### config.mk
export PLATFORM = sky130hd
export DESIGN_NAME = srti_div
export DESIGN_NICKNAME = d
export VERILOG_FILES = /design/src/sv/srti_pkg.sv /design/src/sv/srti_div.sv
export SDC_FILE = /design/constraint.sdc
export NUM_CORES = 2
export LEC_CHECK = 0
export BUFFER_PORTS_ARGS = -buffer_cell sky130_fd_sc_hd__buf_4
export CAP_MARGIN = 20
export CORE_UTILIZATION = 50
export DETAILED_ROUTE_END_ITERATION = 10
export GPL_TIMING_DRIVEN = 1
export PLACE_DENSITY = 0.75
export SLEW_MARGIN = 20
export SYNTH_ARGS = -nofsm -noshare
export SYNTH_HDL_FRONTEND = slang
export SYNTH_SLANG_ARGS = --single-unit
### constraint.sdc
create_clock -name clock -period 4.75 [get_ports clock]
set_input_delay 0.475 -clock clock [delete_from_list [all_inputs] [get_ports clock]]
set_output_delay 0.475 -clock clock [all_outputs]
set_load 0.05 [all_outputs]
### src/sv/srti_pkg.sv
// Shared types, constants and constant functions of the shaper response table block.
// No dependencies; imported by every module of the block.
`default_nettype none
package srti_pkg;

   localparam int TABLE_DEPTH     = 4000;
   localparam int STEPS_PER_SHAPE = 400;
   localparam int ADDR_W          = $clog2(TABLE_DEPTH);
   localparam int POS_LIMIT       = TABLE_DEPTH - 1;
   localparam int ROM_W           = 18;
   localparam int FRAC_W          = 16;
   localparam int QUOT_W          = $clog2(POS_LIMIT) + FRAC_W;
   localparam int TIME_W          = 24;
   localparam int SHAPE_W         = 20;
   localparam int AMP_W           = 24;
   localparam int OUT_W           = 32;
   localparam int STEPS_W         = $clog2(STEPS_PER_SHAPE + 1);
   localparam int LIMIT_W         = $clog2(POS_LIMIT + 1);
   localparam int NUM_W           = TIME_W + STEPS_W;
   localparam int REM_W           = NUM_W + FRAC_W + 1;
   localparam int CSR_IDX_W       = 2;

   localparam logic [CSR_IDX_W-1:0] CSR_PULSE_START = 2'd0;
   localparam logic [CSR_IDX_W-1:0] CSR_SHAPE_TIME  = 2'd1;
   localparam logic [CSR_IDX_W-1:0] CSR_AMPLITUDE   = 2'd2;
   localparam logic [CSR_IDX_W-1:0] CSR_BASELINE    = 2'd3;

   // builder datapath
   localparam int RF_W   = 40;
   localparam int ACC_W  = 44;
   localparam int PROD_W = 2 * RF_W;
   localparam int RF_AW  = 4;
   localparam int RF_N   = 16;
   localparam int OPS    = 46;
   localparam int PC_W   = $clog2(OPS);
   localparam int HALF_W = RF_W / 2;

   localparam longint Q30_ONE = 64'sd1 << 30;
   localparam longint Micro   = 1000000;
   localparam longint Steps   = STEPS_PER_SHAPE;

   typedef struct packed {
      logic                     en;
      logic [ADDR_W-1:0]        addr;
      logic signed [ROM_W-1:0]  data;
   } rom_wr_type;

   typedef struct packed {
      logic [2:0]       kind;
      logic [RF_AW-1:0] a;
      logic             b_k;
      logic [4:0]       b;
      logic             store;
      logic             emit;
      logic [RF_AW-1:0] dst;
   } op_type;

   localparam logic [2:0] OP_MUL  = 3'd0;
   localparam logic [2:0] OP_SET  = 3'd1;
   localparam logic [2:0] OP_NSET = 3'd2;
   localparam logic [2:0] OP_ADD  = 3'd3;
   localparam logic [2:0] OP_SUB  = 3'd4;

   localparam logic [RF_AW-1:0] R_EA = 4'd0;
   localparam logic [RF_AW-1:0] R_EB = 4'd1;
   localparam logic [RF_AW-1:0] R_EC = 4'd2;
   localparam logic [RF_AW-1:0] R_C1 = 4'd3;
   localparam logic [RF_AW-1:0] R_C2 = 4'd4;
   localparam logic [RF_AW-1:0] R_C3 = 4'd5;
   localparam logic [RF_AW-1:0] R_C4 = 4'd6;
   localparam logic [RF_AW-1:0] R_S1 = 4'd7;
   localparam logic [RF_AW-1:0] R_S2 = 4'd8;
   localparam logic [RF_AW-1:0] R_S3 = 4'd9;
   localparam logic [RF_AW-1:0] R_S4 = 4'd10;
   localparam logic [RF_AW-1:0] R_T  = 4'd11;
   localparam logic [RF_AW-1:0] R_GB = 4'd12;
   localparam logic [RF_AW-1:0] R_GC = 4'd13;
   localparam logic [RF_AW-1:0] R_TN = 4'd14;

   localparam logic [4:0] K_ONE = 5'd0;
   localparam logic [4:0] K_KA  = 5'd1;
   localparam logic [4:0] K_KB  = 5'd2;
   localparam logic [4:0] K_KC  = 5'd3;
   localparam logic [4:0] K_KD  = 5'd4;
   localparam logic [4:0] K_KE  = 5'd5;
   localparam logic [4:0] K_DA  = 5'd6;
   localparam logic [4:0] K_DB  = 5'd7;
   localparam logic [4:0] K_DC  = 5'd8;
   localparam logic [4:0] K_WC0 = 5'd9;
   localparam logic [4:0] K_WC1 = 5'd10;
   localparam logic [4:0] K_WC2 = 5'd11;
   localparam logic [4:0] K_WC3 = 5'd12;
   localparam logic [4:0] K_WS0 = 5'd13;
   localparam logic [4:0] K_WS1 = 5'd14;
   localparam logic [4:0] K_WS2 = 5'd15;
   localparam logic [4:0] K_WS3 = 5'd16;

   function automatic longint mulq(longint a, longint b);
      return (a * b + (64'sd1 <<< 29)) >>> 30;
   endfunction

   // shift-subtract quotient of two nonnegative values
   function automatic longint div_pos(longint num, longint den);
      longint q;
      longint r;
      q = 0;
      r = 0;
      for (int i = 62; i >= 0; i--) begin
         r = (r <<< 1) | longint'(num[i]);
         if (r >= den) begin
            r = r - den;
            q[i] = 1'b1;
         end
      end
      return q;
   endfunction

   function automatic int step_halvings(longint x0);
      longint x;
      int m;
      x = x0;
      m = 0;
      for (int i = 0; i < 64; i++) begin
         if (x > (64'sd1 <<< 29)) begin
            x = x >>> 1;
            m = m + 1;
         end
      end
      return m;
   endfunction

   function automatic longint step_reduce(longint x0);
      longint x;
      x = x0;
      for (int i = 0; i < 64; i++) begin
         if (x > (64'sd1 <<< 29)) x = x >>> 1;
      end
      return x;
   endfunction

   function automatic longint step_decay(longint x0);
      longint x;
      longint term;
      longint sum;
      int m;
      x = step_reduce(x0);
      m = step_halvings(x0);
      term = Q30_ONE;
      sum = Q30_ONE;
      for (int n = 1; n <= 24; n++) begin
         term = div_pos((term * x) >>> 30, n);
         sum = n[0] ? sum - term : sum + term;
      end
      for (int i = 0; i < m; i++) sum = mulq(sum, sum);
      return sum;
   endfunction

   function automatic logic [127:0] step_rotation(longint x0);
      longint x;
      longint term;
      longint cs;
      longint sn;
      longint t;
      longint c2;
      int m;
      x = step_reduce(x0);
      m = step_halvings(x0);
      term = Q30_ONE;
      cs = Q30_ONE;
      sn = 0;
      for (int n = 1; n <= 24; n++) begin
         term = div_pos((term * x) >>> 30, n);
         t = n[1] ? -term : term;
         if (n[0]) sn = sn + t;
         else cs = cs + t;
      end
      for (int i = 0; i < m; i++) begin
         c2 = mulq(cs, cs) - mulq(sn, sn);
         sn = 2 * mulq(sn, cs);
         cs = c2;
      end
      return {cs, sn};
   endfunction

   localparam longint KV_KA = (64'sd4310540 * Q30_ONE + Micro / 2) / Micro;
   localparam longint KV_KB = (64'sd2620200 * Q30_ONE + Micro / 2) / Micro;
   localparam longint KV_KC = (64'sd762456 * Q30_ONE + Micro / 2) / Micro;
   localparam longint KV_KD = (64'sd464924 * Q30_ONE + Micro / 2) / Micro;
   localparam longint KV_KE = (64'sd327684 * Q30_ONE + Micro / 2) / Micro;
   localparam longint XS_DA = (64'sd2948090 * Q30_ONE) / (Micro * Steps);
   localparam longint XS_DB = (64'sd2828330 * Q30_ONE) / (Micro * Steps);
   localparam longint XS_DC = (64'sd2403180 * Q30_ONE) / (Micro * Steps);
   localparam longint XS_W0 = (64'sd1193610 * Q30_ONE) / (Micro * Steps);
   localparam longint XS_W1 = (64'sd2387220 * Q30_ONE) / (Micro * Steps);
   localparam longint XS_W2 = (64'sd2592800 * Q30_ONE) / (Micro * Steps);
   localparam longint XS_W3 = (64'sd5185610 * Q30_ONE) / (Micro * Steps);
   localparam longint KV_DA = step_decay(XS_DA);
   localparam longint KV_DB = step_decay(XS_DB);
   localparam longint KV_DC = step_decay(XS_DC);
   localparam logic [127:0] ROT0 = step_rotation(XS_W0);
   localparam logic [127:0] ROT1 = step_rotation(XS_W1);
   localparam logic [127:0] ROT2 = step_rotation(XS_W2);
   localparam logic [127:0] ROT3 = step_rotation(XS_W3);

   function automatic logic signed [RF_W-1:0] k_value(logic [4:0] code);
      logic signed [RF_W-1:0] v;
      case (code)
         K_ONE:   v = RF_W'(Q30_ONE);
         K_KA:    v = RF_W'(KV_KA);
         K_KB:    v = RF_W'(KV_KB);
         K_KC:    v = RF_W'(KV_KC);
         K_KD:    v = RF_W'(KV_KD);
         K_KE:    v = RF_W'(KV_KE);
         K_DA:    v = RF_W'(KV_DA);
         K_DB:    v = RF_W'(KV_DB);
         K_DC:    v = RF_W'(KV_DC);
         K_WC0:   v = ROT0[64 +: RF_W];
         K_WC1:   v = ROT1[64 +: RF_W];
         K_WC2:   v = ROT2[64 +: RF_W];
         K_WC3:   v = ROT3[64 +: RF_W];
         K_WS0:   v = ROT0[0 +: RF_W];
         K_WS1:   v = ROT1[0 +: RF_W];
         K_WS2:   v = ROT2[0 +: RF_W];
         K_WS3:   v = ROT3[0 +: RF_W];
         default: v = '0;
      endcase
      return v;
   endfunction

   function automatic op_type mk(logic [2:0] kind, logic [RF_AW-1:0] a, logic b_k,
                                 logic [4:0] b, logic store, logic emit,
                                 logic [RF_AW-1:0] dst);
      op_type o;
      o.kind = kind;
      o.a = a;
      o.b_k = b_k;
      o.b = b;
      o.store = store;
      o.emit = emit;
      o.dst = dst;
      return o;
   endfunction

   // one table entry: response sum, emit, then advance decays and phasors
   function automatic op_type prog(logic [PC_W-1:0] pc);
      op_type o;
      case (pc)
         6'd0:  o = mk(OP_NSET, R_C1, 1'b1, K_KB, 1'b0, 1'b0, R_T);
         6'd1:  o = mk(OP_MUL,  R_C1, 1'b0, 5'(R_C2), 1'b0, 1'b0, R_T);
         6'd2:  o = mk(OP_SUB,  R_T,  1'b1, K_KB, 1'b0, 1'b0, R_T);
         6'd3:  o = mk(OP_ADD,  R_S1, 1'b1, K_KC, 1'b0, 1'b0, R_T);
         6'd4:  o = mk(OP_MUL,  R_C2, 1'b0, 5'(R_S1), 1'b0, 1'b0, R_T);
         6'd5:  o = mk(OP_SUB,  R_T,  1'b1, K_KC, 1'b0, 1'b0, R_T);
         6'd6:  o = mk(OP_MUL,  R_C1, 1'b0, 5'(R_S2), 1'b0, 1'b0, R_T);
         6'd7:  o = mk(OP_ADD,  R_T,  1'b1, K_KC, 1'b0, 1'b0, R_T);
         6'd8:  o = mk(OP_MUL,  R_S1, 1'b0, 5'(R_S2), 1'b0, 1'b0, R_T);
         6'd9:  o = mk(OP_SUB,  R_T,  1'b1, K_KB, 1'b1, 1'b0, R_GB);
         6'd10: o = mk(OP_SET,  R_C3, 1'b1, K_KD, 1'b0, 1'b0, R_T);
         6'd11: o = mk(OP_MUL,  R_C3, 1'b0, 5'(R_C4), 1'b0, 1'b0, R_T);
         6'd12: o = mk(OP_ADD,  R_T,  1'b1, K_KD, 1'b0, 1'b0, R_T);
         6'd13: o = mk(OP_SUB,  R_S3, 1'b1, K_KE, 1'b0, 1'b0, R_T);
         6'd14: o = mk(OP_MUL,  R_C4, 1'b0, 5'(R_S3), 1'b0, 1'b0, R_T);
         6'd15: o = mk(OP_ADD,  R_T,  1'b1, K_KE, 1'b0, 1'b0, R_T);
         6'd16: o = mk(OP_MUL,  R_C3, 1'b0, 5'(R_S4), 1'b0, 1'b0, R_T);
         6'd17: o = mk(OP_SUB,  R_T,  1'b1, K_KE, 1'b0, 1'b0, R_T);
         6'd18: o = mk(OP_MUL,  R_S3, 1'b0, 5'(R_S4), 1'b0, 1'b0, R_T);
         6'd19: o = mk(OP_ADD,  R_T,  1'b1, K_KD, 1'b1, 1'b0, R_GC);
         6'd20: o = mk(OP_SET,  R_EA, 1'b1, K_KA, 1'b0, 1'b0, R_T);
         6'd21: o = mk(OP_ADD,  R_EB, 1'b0, 5'(R_GB), 1'b0, 1'b0, R_T);
         6'd22: o = mk(OP_ADD,  R_EC, 1'b0, 5'(R_GC), 1'b0, 1'b1, R_T);
         6'd23: o = mk(OP_MUL,  R_EA, 1'b1, K_DA, 1'b0, 1'b0, R_EA);
         6'd24: o = mk(OP_MUL,  R_EB, 1'b1, K_DB, 1'b0, 1'b0, R_EB);
         6'd25: o = mk(OP_MUL,  R_EC, 1'b1, K_DC, 1'b0, 1'b0, R_EC);
         6'd26: o = mk(OP_SET,  R_C1, 1'b1, K_WC0, 1'b0, 1'b0, R_T);
         6'd27: o = mk(OP_SUB,  R_S1, 1'b1, K_WS0, 1'b1, 1'b0, R_TN);
         6'd28: o = mk(OP_SET,  R_S1, 1'b1, K_WC0, 1'b0, 1'b0, R_T);
         6'd29: o = mk(OP_ADD,  R_C1, 1'b1, K_WS0, 1'b1, 1'b0, R_S1);
         6'd30: o = mk(OP_MUL,  R_TN, 1'b1, K_ONE, 1'b0, 1'b0, R_C1);
         6'd31: o = mk(OP_SET,  R_C2, 1'b1, K_WC1, 1'b0, 1'b0, R_T);
         6'd32: o = mk(OP_SUB,  R_S2, 1'b1, K_WS1, 1'b1, 1'b0, R_TN);
         6'd33: o = mk(OP_SET,  R_S2, 1'b1, K_WC1, 1'b0, 1'b0, R_T);
         6'd34: o = mk(OP_ADD,  R_C2, 1'b1, K_WS1, 1'b1, 1'b0, R_S2);
         6'd35: o = mk(OP_MUL,  R_TN, 1'b1, K_ONE, 1'b0, 1'b0, R_C2);
         6'd36: o = mk(OP_SET,  R_C3, 1'b1, K_WC2, 1'b0, 1'b0, R_T);
         6'd37: o = mk(OP_SUB,  R_S3, 1'b1, K_WS2, 1'b1, 1'b0, R_TN);
         6'd38: o = mk(OP_SET,  R_S3, 1'b1, K_WC2, 1'b0, 1'b0, R_T);
         6'd39: o = mk(OP_ADD,  R_C3, 1'b1, K_WS2, 1'b1, 1'b0, R_S3);
         6'd40: o = mk(OP_MUL,  R_TN, 1'b1, K_ONE, 1'b0, 1'b0, R_C3);
         6'd41: o = mk(OP_SET,  R_C4, 1'b1, K_WC3, 1'b0, 1'b0, R_T);
         6'd42: o = mk(OP_SUB,  R_S4, 1'b1, K_WS3, 1'b1, 1'b0, R_TN);
         6'd43: o = mk(OP_SET,  R_S4, 1'b1, K_WC3, 1'b0, 1'b0, R_T);
         6'd44: o = mk(OP_ADD,  R_C4, 1'b1, K_WS3, 1'b1, 1'b0, R_S4);
         6'd45: o = mk(OP_MUL,  R_TN, 1'b1, K_ONE, 1'b0, 1'b0, R_C4);
         default: o = mk(OP_MUL, R_T, 1'b1, K_ONE, 1'b0, 1'b0, R_T);
      endcase
      return o;
   endfunction

endpackage
`default_nettype wire

### src/sv/srti_div.sv
// Pipelined restoring divider, one quotient bit per stage, for the table position.
// Depends on srti_pkg.
`default_nettype none
module srti_div
   import srti_pkg::*;
(
   input  wire logic               clock,
   input  wire logic               reset,
   input  wire logic               in_valid,
   input  wire logic [NUM_W-1:0]   in_num,
   input  wire logic [SHAPE_W-1:0] in_den,
   input  wire logic               in_beyond,
   output logic                    out_valid,
   output logic [QUOT_W-1:0]       out_quot,
   output logic                    out_beyond
);

   logic              valid_ff  [QUOT_W];
   logic              beyond_ff [QUOT_W];
   logic [REM_W-1:0]  rem_ff    [QUOT_W];
   logic [QUOT_W-1:0] quot_ff   [QUOT_W];

   for (genvar s = 0; s < QUOT_W; s++) begin : g_stage
      localparam int K = QUOT_W - 1 - s;
      logic [REM_W-1:0]  rem_src;
      logic [QUOT_W-1:0] quot_src;
      logic              valid_src, beyond_src;
      logic [REM_W-1:0]  dsh;
      logic              take;

      if (s == 0) begin : g_first
         assign rem_src    = {1'b0, in_num, {FRAC_W{1'b0}}};
         assign quot_src   = '0;
         assign valid_src  = in_valid;
         assign beyond_src = in_beyond;
      end else begin : g_next
         assign rem_src    = rem_ff[s-1];
         assign quot_src   = quot_ff[s-1];
         assign valid_src  = valid_ff[s-1];
         assign beyond_src = beyond_ff[s-1];
      end

      assign dsh  = REM_W'(in_den) << K;
      assign take = rem_src >= dsh;

      always_ff @(posedge clock) begin
         if (reset) begin
            valid_ff[s] <= 1'b0;
         end else begin
            valid_ff[s] <= valid_src;
         end
         beyond_ff[s] <= beyond_src;
         rem_ff[s]    <= take ? rem_src - dsh : rem_src;
         quot_ff[s]   <= quot_src | (QUOT_W'(take) << K);
      end
   end

   assign out_valid  = valid_ff[QUOT_W-1];
   assign out_quot   = quot_ff[QUOT_W-1];
   assign out_beyond = beyond_ff[QUOT_W-1];

endmodule
`default_nettype wire

**Yosys cells after proc, flatten, opt, wreduce, memory -nomap -nowiden**

Memory sizes are Yosys's and may differ from the RTL's.
Index checks and enable logic that the tools add are counted.

- Bitwise operators: 55
- Mux-type cells: 59
- Add/sub/neg operators: 28
- Magnitude comparators: 28

Operators with widths:

| kind | count |
|---|---|
| $mux W50 | 28 |
| $ge A50 B20 Y1 | 1 |
| $ge A50 B21 Y1 | 1 |
| $ge A50 B22 Y1 | 1 |
| $ge A50 B23 Y1 | 1 |
| $ge A50 B24 Y1 | 1 |
| $ge A50 B25 Y1 | 1 |
| $ge A50 B26 Y1 | 1 |
| $ge A50 B27 Y1 | 1 |
| $ge A50 B28 Y1 | 1 |
| $ge A50 B29 Y1 | 1 |
| $ge A50 B30 Y1 | 1 |
| $ge A50 B31 Y1 | 1 |
| $ge A50 B32 Y1 | 1 |
| $ge A50 B33 Y1 | 1 |
| $ge A50 B34 Y1 | 1 |
| $ge A50 B35 Y1 | 1 |
| $ge A50 B36 Y1 | 1 |
| $ge A50 B37 Y1 | 1 |
| $ge A50 B38 Y1 | 1 |
| $ge A50 B39 Y1 | 1 |
| $ge A50 B40 Y1 | 1 |
| $ge A50 B41 Y1 | 1 |
| $ge A50 B42 Y1 | 1 |
| 62 further kinds | 119 |

- Logic and storage cells: 174
- Output and inout bits: 30
- Memories: 4
- Register bits: 0
- Memory bits (writable): 2240

Memory list:

| name | depth | bits a word | read ports | clocked after Yosys merged registers in | write ports | RTL line | text |
|---|---|---|---|---|---|---|---|
| rem_ff | 28 | 50 | 27 | 0 | 28 | srti_div.sv:20 | `logic [REM_W-1:0] rem_ff [QUOT_W];` |
| quot_ff | 28 | 28 | 28 | 0 | 28 | srti_div.sv:21 | `logic [QUOT_W-1:0] quot_ff [QUOT_W];` |
| beyond_ff | 28 | 1 | 28 | 0 | 28 | srti_div.sv:19 | `logic beyond_ff [QUOT_W];` |
| valid_ff | 28 | 1 | 28 | 0 | 28 | srti_div.sv:18 | `logic valid_ff [QUOT_W];` |

**Depth between registers and ports, before layout**

- Depth after elaboration: 3
- Mapped depth: 15
- Gate-level depth less buffers: 13

**Worst setup path before layout**

OpenSTA, ideal clock, no wires.

- Path kind: in2reg
- Start: in in_den[0]
- End: mem rem_ff[12][17] in the netlist's numbering
- Required time: 4.618 ns
- Cell stages on the path: 13
- Path slack: 0.325 ns
- Library setup time: 0.132 ns
- Data arrival time: 4.293 ns
- Cell sequence: clkbuf_1 > clkinv_1 > clkbuf_1 > ha_1 > nand4_1 > or4_1 > nand4b_1 > nor3b_1 > o21a_1 > nor2_1 > clkbuf_1 > clkbuf_1 > a21oi_1

RTL lines:

| item | RTL line | text |
|---|---|---|
| from (decl) | srti_div.sv:11 | `input wire logic [SHAPE_W-1:0] in_den,` |
| to (decl) | srti_div.sv:20 |  |

==> impl_summary.txt <==
----------------------------------------------------
[Synth]
  Number of warnings issued by yosys ... 0
  Count of cell types in the netlist ... 95
  Post-synthesis sequential element count ... approximately 1,500
  Net count of the mapped netlist ... 8,383
  Arithmetic-cell share of the synthesized area counting full adders, half adders and majority gates ... 10.55%
  Share of synthesized area spent on multiplexers ... under 10%
  Sequential area share after synthesis ... a little over two fifths
  Synthesized area divided by synthesized cell count ... 9.229 sq um
  Count of flip-flops with a built-in enable after synthesis ... 0
  Synth async-reset ratio ... 0%
  Basic-gate share of the synthesized area counting and, or, nand and nor cells ... 17.63%
  Predominant post-synthesis flop cell ... sky130_fd_sc_hd__dfxtp_1
  Dominant combinational cell family by area after synthesis ... simple AND/OR/NAND/NOR gates
  Post-Synth XOR/XNOR Area ... 10.13%
  Cell Area, Synth ... 71,440 sq um
  Synthesized netlist cell count ... a little under 8,000
  Area fraction in compound gates after synthesis ... 16.15%

[Timing]
  Number of hold violations in the final report ... 0
  Achievable frequency ... 239.2 MHz
  Max-Slew Margin vs Limit ... 29.48%
  Final-report max-slew violation count ... 0
  RSZ-0062 raised after global routing ... false
  Final sum of negative setup slack ... 0 ps
  Total setup violations reported at the end of the flow ... 0
  Final critical-path required period ... 4181 ps
  Worst setup skew after layout ... 26.15 ps
  Post-route fraction of the period consumed by the critical path ... 88.01%
  Transition time at the pin with the least slew margin ... approximately 1100 ps

[Detailed routing]
  TritonRoute pass-1 iters ... 6
  Routed vias ... 57,320
  Final wirelength ... 178,400 um
  Count of antenna-violating nets left after detailed routing ... 0
  Via count normalized by instance count ... 5.738
  Detailed router's first-iteration violation count ... 4,270
  Post-route DRC violation count ... 0
  Routed WL per cell ... roughly 18 um

[Place]
  Cell area after placement ... ~75,000 sq um
  Input/output buffers ... 86
  Placed cells ... 9,662
  Half-perimeter wire length after placement ... 132,800 um
  Routability cong. ... 0.9416

[Final layout]
  Commonest cells after routing, fill and taps aside ... 1,500 x sky130_fd_sc_hd__dfxtp_1, 636 x sky130_fd_sc_hd__nand2_1, 559 x sky130_fd_sc_hd__ha_1, 554 x sky130_fd_sc_hd__a21oi_1, 553 x sky130_fd_sc_hd__nor2_1
  Core Util, Final ... 57.00%
  Final Net Count ... between 8,000 and 9,000
  Most common cell after layout, fill and taps aside ... sky130_fd_sc_hd__dfxtp_1
  Post-layout instance area ... 80,700 sq um
  Final standard cell count with taps included and fillers excluded ... approximately 10,000
  Antenna diode count ... 0
  Syn-to-layout area delta ... 12.98%
  Fraction of layout instances using a drive strength above 1 ... 8.408%

[Clocking]
  Buffer depth of the longest clock path ... 3
  Count of clock tree sinks ... approximately 1,500
  Clock latency of the later-clocked register in the worst-skew pair ... 780 ps
  Cell at the root of the clock tree ... sky130_fd_sc_hd__clkbuf_16
  Setup Fix Bufs, Post-CTS ... 0
  Number of buffers created by CTS ... 160
  H-tree levels ... 4
  TritonCTS clock tree ... yes
  Post-CTS clock slew at the launch and capture registers of the worst setup and hold paths ... around 60 ps

[Run]
  Total of max-cap violations ... 0

[Pwr]
  Max IR drop VDD ... about 400 uV
  Leakage power of the design ... 33.17 nW
  Power density over the cells ... 724.8 nW/um^2

[Worst setup path]
  Data required, critical path ... 5410 ps
  Longest individual stage delay on the worst path ... 610 ps
  Cell family with the largest share of critical-path delay ... compound AO/OA/AOI/OAI gates
  Worst endpoint data arrival time ... 4840 ps
  Slowest stage cell on the critical path ... sky130_fd_sc_hd__a2111oi_0
  Buffering stage count on the worst path with inverters included ... 4
  Register-to-Register Path Depth ... 9
  Sort of element at the end of the critical path ... flip-flop
  Crit-path cells ... dlygate4sd3_1, buf_4, ha_1, nor2b_1, o31a_1, o31a_1, o21ai_0, buf_4, o22ai_1, o41ai_1, o21ai_0, a2111oi_0, xor2_1, dlygate4sd3_1
  Maximum fanout count along the critical path ... 3
  Crit path launch type ... input port
  Critical path type ... in -> reg
  Worst path depth ... 14

[GRT]
  Total grt overflow ... 0
  Total Routing Usage GR ... between 20% and 30%
  Vias in the first global route ... 55,150
  Initial antenna violation count ... 1
  Global-route wire length before repair ... roughly 280,000 um
  Largest net degree at the start of global routing ... 42

[Die]
  Chip height ... 380.0 um
  Core area ... 141,600 sq um
  Die width ... 380.0 um
  I/O pins ... 87
  Die ar. ... 144,400 sq um
  Starting utilization of the core area ... 50.45%
  Number of rows created at floorplan ... ~140

[Worst hold path]
  Type of the most critical hold path ... in -> reg
  Number of cells on the worst hold path ... 2

[Status]
  Outcome ... completed

----------------------------------------------------
-- synthesized netlist by cell type, drive strengths merged (23+ instances only) --
master / number / area (sq um)
inv: 197 / 739.5
a21o: 210 / 1577
nand3b: 36 / 270.3
a31oi: 50 / 312.8
nor3: 226 / 1142
nand4b: 27 / 236.5
fa: 27 / 540.5
nand2b: 117 / 732.0
ha: 559 / 6994
nand3: 140 / 700.7
a2111oi: 28 / 245.2
o21ai: 541 / 2711
and2: 36 / 225.2
mux2: 92 / 1036
a21oi: 556 / 2783
nand4: 111 / 694.4
xor2: 422 / 3696
and3: 43 / 269.0
dfxtp: 1500 / 30030
o21a: 95 / 713.2
nor2: 556 / 2087
clkbuf: 152 / 574.3
a211oi: 58 / 435.4
o31ai: 63 / 473.0
o21bai: 51 / 382.9
or3: 111 / 703.2
xnor2: 404 / 3538
nor4b: 23 / 201.4
nor4: 153 / 963.4
or4: 53 / 410.4
nand2: 636 / 2387
nor2b: 124 / 775.7
or2: 47 / 294.0
o211ai: 33 / 247.7
-- report_power, final --
| part | total, mW | internal, mW | switching, mW |
|---|---|---|---|
| logic | 24.7 | 11.1 | 13.7 |
| clock network | 12.7 | 7.50 | 5.23 |
| registers | 21.1 | 17.3 | 3.74 |
| total | 58.5 | 35.9 | 22.6 |
-- final timing paths --
check	start	to	slack [ps]
worst max-delay path	in_num[12]	rem_ff[0][48]	570
worst min-delay path	reset	valid_ff[27]	60
worst max register to register	rem_ff[23][25]	rem_ff[24][30]	660
worst min register to register	quot_ff[5][23]	quot_ff[6][23]	320
-- worst reg2reg max path, delay by kind of cell (launching register included) --
kind	cells	cell delay (ps)
flip-flops	1	330
AND/OR/NAND/NOR	7	2710
AO/OA/AOI/OAI	2	940
-- area by class of cell --
class | instances | area (sq um)
Multi-Input combinational cell | 5873 | 40080
Clock inverter | 83 | 974.7
Timing Repair Buffer | 237 | 2019
Fill cell | 12280 | 60880
Tap cell | 1890 | 2365
Sequential cell | 1500 | 30030
Inverter | 198 | 743.2
Clock buffer | 208 | 4491
-- per-layer routing --
layer / up-vias / wire length, um / track usage [%]
li1: 28270 / - / -
met1: 26880 / 79700 / 31.37
met2: 1748 / 80880 / 38.94
met3: 422 / 11040 / 4.268
met4: 0 / 6756 / 9.916
met5: - / 0 / 0
-- flip-flops by register name, indices dropped and copies added, names as in the netlist --
| register | cells |
|---|---|
| rem_ff | 1038 |
| beyond_ff | 28 |
| quot_ff | 406 |
| valid_ff | 28 |
-- per-stage QoR --
step	power [mW]	hold slack, ps	setup WS (ps)
finish	58.50	62.23	569.3
global route	62.54	47.64	331.0
CTS	58.39	9.198	701.0
detailed placement	45.34	312.1	431.5
global placement	44.76	309.6	400.9
floorplan	39.02	309.6	325.4
-- cells by family (layout without fill, tap and decap cells) --
group | count (synthesis) | in the layout
DFF | 1500 | 1500
muxes | 96 | 96
adders and majority gates | 586 | 586
buffers and inverters | 367 | 726
xor gates and xnor gates | 826 | 826
AOI/OAI and AO/OA | 1870 | 1870
and+or+nand+nor | 2495 | 2495
-- timing repair --
item / CTS / global route
resized for setup: 0 / 0
hold buffers: 36 / 0
endpoints found under the hold margin: 36 / 0
setup endpoints to repair: 0 / 0
(Power assumes the default switching activity.)
